--- config.mk ---
export PLATFORM = sky130hd
export DESIGN_NAME = miq_front
export DESIGN_NICKNAME = d
export VERILOG_FILES = /design/src/hw/rtl/miq_pkg.sv /design/src/hw/rtl/miq_front.sv
export SDC_FILE = /design/constraint.sdc
export NUM_CORES = 1
export LEC_CHECK = 0
export BUFFER_PORTS_ARGS = -buffer_cell sky130_fd_sc_hd__buf_2
export CAP_MARGIN = 20
export CORE_UTILIZATION = 30
export CTS_CLUSTER_DIAMETER = 60
export DETAILED_ROUTE_END_ITERATION = 6
export GPL_ROUTABILITY_DRIVEN = 0
export PLACE_DENSITY = 0.54
export SYNTH_ARGS = -nofsm -noshare
export SYNTH_HDL_FRONTEND = slang
export SYNTH_SLANG_ARGS = --single-unit
--- constraint.sdc ---
create_clock -name clk -period 5.6 [get_ports clk]
set_input_delay 0.56 -clock clk [delete_from_list [all_inputs] [get_ports clk]]
set_output_delay 0.56 -clock clk [all_outputs]
set_load 0.005 [all_outputs]
--- src/hw/rtl/miq_pkg.sv ---
`default_nettype none
package miq_pkg;

  // Default sizes of the two ring halves.
  localparam int unsigned HALF_DEPTH_DEF = 512;
  localparam int unsigned DATA_WIDTH_DEF = 32;

  // Command codes of an input request.
  localparam logic [1:0] CMD_PUSH_BACK = 2'd0;
  localparam logic [1:0] CMD_PUSH_MID  = 2'd1;
  localparam logic [1:0] CMD_POP       = 2'd2;
  localparam logic [1:0] CMD_NONE      = 2'd3;

  // Status codes of a result.
  localparam logic [1:0] STATUS_OK    = 2'd0;
  localparam logic [1:0] STATUS_EMPTY = 2'd1;
  localparam logic [1:0] STATUS_FULL  = 2'd2;

  typedef struct packed {
    logic [1:0]         cmd;
    logic signed [31:0] value;
  } in_req_t;

  typedef struct packed {
    logic signed [31:0] out_value;
    logic [1:0]         status;
    logic [10:0]        occupancy;
  } out_res_t;

  // Decoded command as it waits between the front and back parts.
  typedef struct packed {
    logic        push;
    logic        middle;
    logic        pop;
    logic [31:0] value;
  } miq_op_t;

endpackage
`default_nettype wire

--- src/hw/rtl/miq_front.sv ---
`default_nettype none
module miq_front (
  input  wire logic            clk,
  input  wire logic            rst_n,
  input  wire logic            in_push,
  input  wire miq_pkg::in_req_t in_req,
  output logic                 in_full,
  output logic                 op_valid,
  output miq_pkg::miq_op_t     op,
  input  wire logic            op_take
);
  import miq_pkg::*;

  // Two-entry queue of decoded commands.
  miq_op_t    slot_r [2];
  logic       wptr_r, wptr_nxt;
  logic       rptr_r, rptr_nxt;
  logic [1:0] cnt_r, cnt_nxt;
  logic       accept;
  miq_op_t    dec;

  always_comb begin
    dec = '0;
    dec.value = in_req.value;
    unique case (in_req.cmd)
      CMD_PUSH_BACK: dec.push = 1'b1;
      CMD_PUSH_MID: begin
        dec.push   = 1'b1;
        dec.middle = 1'b1;
      end
      CMD_POP:  dec.pop = 1'b1;
      CMD_NONE: dec.push = 1'b0;
      default:  dec.push = 1'b0;
    endcase
  end

  assign in_full  = (cnt_r == 2'd2);
  assign accept   = in_push && !in_full;
  assign op_valid = (cnt_r != 2'd0);
  assign op       = slot_r[rptr_r];

  always_comb begin
    wptr_nxt = accept ? ~wptr_r : wptr_r;
    rptr_nxt = (op_take && op_valid) ? ~rptr_r : rptr_r;
    cnt_nxt  = cnt_r + 2'(accept) - 2'(op_take && op_valid);
  end

  always_ff @(posedge clk) begin
    if (!rst_n) begin
      wptr_r <= 1'b0;
      rptr_r <= 1'b0;
      cnt_r  <= 2'd0;
    end else begin
      wptr_r <= wptr_nxt;
      rptr_r <= rptr_nxt;
      cnt_r  <= cnt_nxt;
    end
  end

  always_ff @(posedge clk) begin
    if (accept) begin
      slot_r[wptr_r] <= dec;
    end
  end

endmodule
`default_nettype wire

== Word level (Yosys, flattened, before mapping) ==
Memories as Yosys holds them, arrays and structs flattened. A register that Yosys moved wholly into a read port is not among the register bits.
Index checks and enable logic that the tools add are counted.

* Input bits: 38
* Flip-flop bits (word level): 4
* Memories kept: 1
* Output and inout bits: 37
* RAM bits: 70
* Logic and storage cells: 24

{| class="wikitable"
|+ Memory list
! memory !! words !! bits a word !! rd ports !! clocked after Yosys merged registers in !! write ports !! line !! RTL
|-
| slot_r || 2 || 35 || 1 || 1 || 1 || miq_front.sv:15 || <nowiki>miq_op_t slot_r [2];</nowiki>
|}

* Reduce and logical (&&, ||, !) cells: 6
* Bitwise logic cells: 2
* Multiplexer cells: 7
* Equal/unequal tests: 3
* $add $sub $neg: 2

{| class="wikitable"
|+ Operators by type and width
! cell !! count
|-
| 1-bit two-way mux || 7
|-
| 2-bit == test (second input constant) || 2
|-
| 2-bit by 1-bit adder with 2-bit output || 1
|-
| 2-bit by 1-bit == test with 1-bit output (second input constant) || 1
|-
| 1-bit logical AND || 2
|-
| 2-bit logical NOT || 1
|-
| 1-bit NOT || 2
|-
| 2-bit nonzero test || 1
|-
| 2-bit OR reduction || 1
|-
| 2-bit by 1-bit subtractor with 2-bit output || 1
|-
| 1-bit logical NOT || 1
|}

== Depth between registers and ports, before layout ==
* Depth after elaboration: 5
* Gate-level depth with buffers: 8

== Worst setup path after synthesis ==
OpenSTA, ideal clock, no wires.

* Path kind: input -> register
* Start point: in in_push
* End point: mem slot_r[0][0] in the netlist's numbering, enable pin
* Stages: 2
* Required time: 5.173 ns
* Arrival time: 2.133 ns
* Setup slack: 3.040 ns
* Cell sequence: nand2_1 -> nor2_1

* Cells in the longest elaborated chain, start to end: 3

{| class="wikitable"
|+ Ends and longest elaborated chain
! element !! line !! RTL
|-
| start, declared || miq_front.sv:5 || <nowiki>input wire logic in_push,</nowiki>
|-
| 1-bit logical AND || miq_front.sv:38 || <nowiki>assign accept = in_push && !in_full;</nowiki>
|-
| 1-bit two-way mux || miq_front.sv:61 || <nowiki>if (accept) begin</nowiki>
|-
| 1-bit two-way mux (not written as such) || miq_front.sv:62 || <nowiki>slot_r[wptr_r] <= dec;</nowiki>
|-
| end, declared || miq_front.sv:15 ||
|}

No other way between the ends.

==> impl_metrics.env <==
export IMPL_viasPerCell=4.11
export IMPL_syn_inst=139
export IMPL_ant_nets=0
export IMPL_fill_cells=916
export IMPL_instances_no_fill=356
export IMPL_hold_buffers=0
export IMPL_maxCapViolCount=0
export IMPL_clock_path_buffers=2
export IMPL_required_ns=5.04
export IMPL_routed_wl_um=4840
export IMPL_fp_dieH_um=101
export IMPL_start_kind="flop"
export IMPL_synth_net_count=179
export IMPL_grt_ovfl_total=0
export IMPL_yosysWarnings=0
export IMPL_ir_worst_vdd_uv=197
export IMPL_grt_first_pass_wirelength_um=7140
export IMPL_rrSetupSlack_ns=3.89
export IMPL_cpMaxStageDelayCell="dfxtp_2"
export IMPL_power_per_cell_area_mw_per_mm2=443
export IMPL_hpwl_um=3040
export IMPL_numCtsBuffers=9
export IMPL_rows=35
export IMPL_p_leak_nw=1.43
export IMPL_h_tree_depth=3
export IMPL_outcome="finished, final reports clean"
export IMPL_avgSynthCellArea_um2=21.1
export IMPL_placedCellCount=339
export IMPL_cts_resized_gates=0
export IMPL_worstHoldPathType="input pin to flop"
export IMPL_rsz0062_at_grt="no"
export IMPL_path_cells="buf_4 > mux2_2 > buf_2"
export IMPL_cp_arrival_ns=1.93
export IMPL_final_util_pct=38.7
export IMPL_critical_path_class="flop to output pin"
export IMPL_dp_slack_ns=3.42
export IMPL_ys_types=20
export IMPL_areaGrowthSynthToFinish_pct=23.8
export IMPL_ys_ff_latch=75
export IMPL_grt_pass1_vias=1472
export IMPL_max_stage_delay_ns=0.62
export IMPL_start_util_pct=31.3
export IMPL_drt_first_pass_iters=4
export IMPL_synth_seq_area_share_pct=75.1
export IMPL_coreArea_mm2=0.00937
export IMPL_nNetsFinal=262
export IMPL_netlist_area_mm2=0.00293
export IMPL_antenna_cells=0
export IMPL_grt_max_degree=36
export IMPL_routedWlPerCell_um=13.6
export IMPL_insertion_delay_ns=0.33
export IMPL_setup_slack_ns=3.11
export IMPL_fin_skew_ns=0.00616
export IMPL_cts_root_buf="clkbuf_8"
export IMPL_drv_slew=0
export IMPL_pin_count=75
export IMPL_final_setup_viol_count=0
export IMPL_maxSlewHeadroom_pct=41.0
export IMPL_hold_viol=0
export IMPL_tightest_slew_ns=0.886
export IMPL_first_iter_violations=19
export IMPL_fin_crit_sh_pct=44.4
export IMPL_fin_crit_ns=2.49
export IMPL_cts_tree="yes"
export IMPL_fin_setup_tns_ns=0
export IMPL_clk_pin_slew_ns=0.08
export IMPL_vias=1462
export IMPL_io_buffer_count=74
export IMPL_dieArea_mm2=0.0102
export IMPL_drive_gt1_share_pct=57.3
export IMPL_max_freq_ghz=0.402
export IMPL_antenna_found_initial=0
export IMPL_holdWs_ns=0.409
export IMPL_crit_fanout=22
export IMPL_drc=0
export IMPL_track_usage_pct=9.84
export IMPL_cp_end_kind="output pin"
export IMPL_fp_dieW_um=101
export IMPL_cts_sinks=75
export IMPL_postCtsSetupRepairBufs=0
per-layer routing:
| layer | vias up | wire (µm) | global-route usage, % |
|---|---|---|---|
| met3 | 4 | 307 | 3.26 |
| met5 | - | 0 | 0 |
| met4 | 0 | 51 | 5.69 |
| met1 | 717 | 2130 | 11.5 |
| met2 | 50 | 2350 | 15.9 |
| li1 | 691 | - | - |
layout make-up:
class,instances,area [µm²],share of cell area [%]
clock buffers,9,124,3.41
clock inverters,7,67.6,1.86
inverters,4,15.0,0.414
multi-input cells,56,651,17.9
flip-flops and latches,75,2200,60.7
well taps,129,161,4.45
repair buffers,76,405,11.2
cells in the mapped netlist:
cell | number | area share (%)
xnor2_1 | 1 | 0.30
buf_12 | 3 | 2.0
dfxtp_1 | 5 | 3.4
buf_6 | 1 | 0.38
edfxtp_1 | 70 | 72
nand2b_1 | 2 | 0.43
nand2_1 | 2 | 0.26
nor3_1 | 1 | 0.17
inv_1 | 4 | 0.51
mux2_4 | 30 | 15
nor2_1 | 5 | 0.64
xor2_1 | 1 | 0.30
and3_1 | 1 | 0.21
and2_1 | 2 | 0.43
or2_2 | 1 | 0.21
nor2b_1 | 1 | 0.21
mux2i_1 | 1 | 0.34
mux2_2 | 5 | 1.9
o21a_1 | 1 | 0.26
ha_1 | 2 | 0.85
worst max-delay path: cells and delay by family, from the launching register on:
family                 cells  cell delay, ns
flip-flops                 1            0.62
buffers and inverters      2            0.58
multiplexers               1            0.39
placed cells by master (no fill, tap or decap):
| cell | n |
|---|---|
| nor2_4 | 1 |
| inv_1 | 4 |
| bufinv_16 | 1 |
| dfxtp_1 | 4 |
| dfxtp_2 | 1 |
| or2_2 | 1 |
| nand2b_1 | 2 |
| clkinvlp_4 | 2 |
| clkinv_1 | 1 |
| clkbuf_8 | 9 |
| buf_4 | 1 |
| nand2_1 | 2 |
| xor2_1 | 1 |
| mux2_4 | 30 |
| edfxtp_1 | 70 |
| and3_2 | 1 |
| mux2i_1 | 1 |
| clkinv_2 | 2 |
| inv_6 | 1 |
| xnor2_1 | 1 |
| buf_16 | 1 |
| ha_1 | 2 |
| nor2_1 | 4 |
| buf_2 | 74 |
| mux2_2 | 5 |
| o21a_1 | 1 |
| nor3_1 | 1 |
| and2_1 | 2 |
| nor2b_1 | 1 |
logic make-up (layout without fill, tap and decap cells):
logic type	Yosys count	count (layout)	share of synthesized area [%]
xor gates and xnor gates	2	2	0.598
muxes	36	36	17.6
and+or+nand+nor	15	15	2.56
adders and majority gates	2	2	0.854
DFF	75	75	75.1
buffers and inverters	8	96	2.95
AOI/OAI and AO/OA	1	1	0.256
sequential cells by signal, summed over array words and instances, names as in the netlist, named ones only:
name    cells
wptr_r      1
rptr_r      1
slot_r     70
cnt_r       2
path summary, 6_finish.rpt:
| check | start | end | depth (start not counted) |
|---|---|---|---|
| worst min register to register | rptr_r$_SDFFE_PN0P_ | rptr_r$_SDFFE_PN0P_ | 2 |
| worst max-delay path | flop | op[2] | 3 |
| worst min-delay path | in_req[27] | slot_r[1][27]$_DFFE_PP_ | 1 |
| worst max register to register | cnt_r[0]$_SDFF_PN0_ | slot_r[0][16]$_DFFE_PP_ | 4 |
report_power, final:
| group | switching (W) | internal, W | total, W |
|---|---|---|---|
| clock | 0.000197 | 0.000204 | 0.000402 |
| sequential | 0.0000462 | 0.000724 | 0.000771 |
| combinational | 0.000183 | 0.000252 | 0.000436 |
| total | 0.000427 | 0.00118 | 0.00161 |
stage by stage:
| step | instance area, µm² | total power (W) |
|---|---|---|
| 3_5_place_dp | 3410 | 0.00122 |
| 4_1_cts | 3600 | 0.00163 |
| 2_1_floorplan | 2930 | 0.00109 |
| 3_3_place_gp | 3410 | 0.00121 |
| 6_report | 3630 | 0.00161 |
| 5_1_grt | 3630 | 0.00170 |
Note: power is estimated with default switching activity, not from simulation.
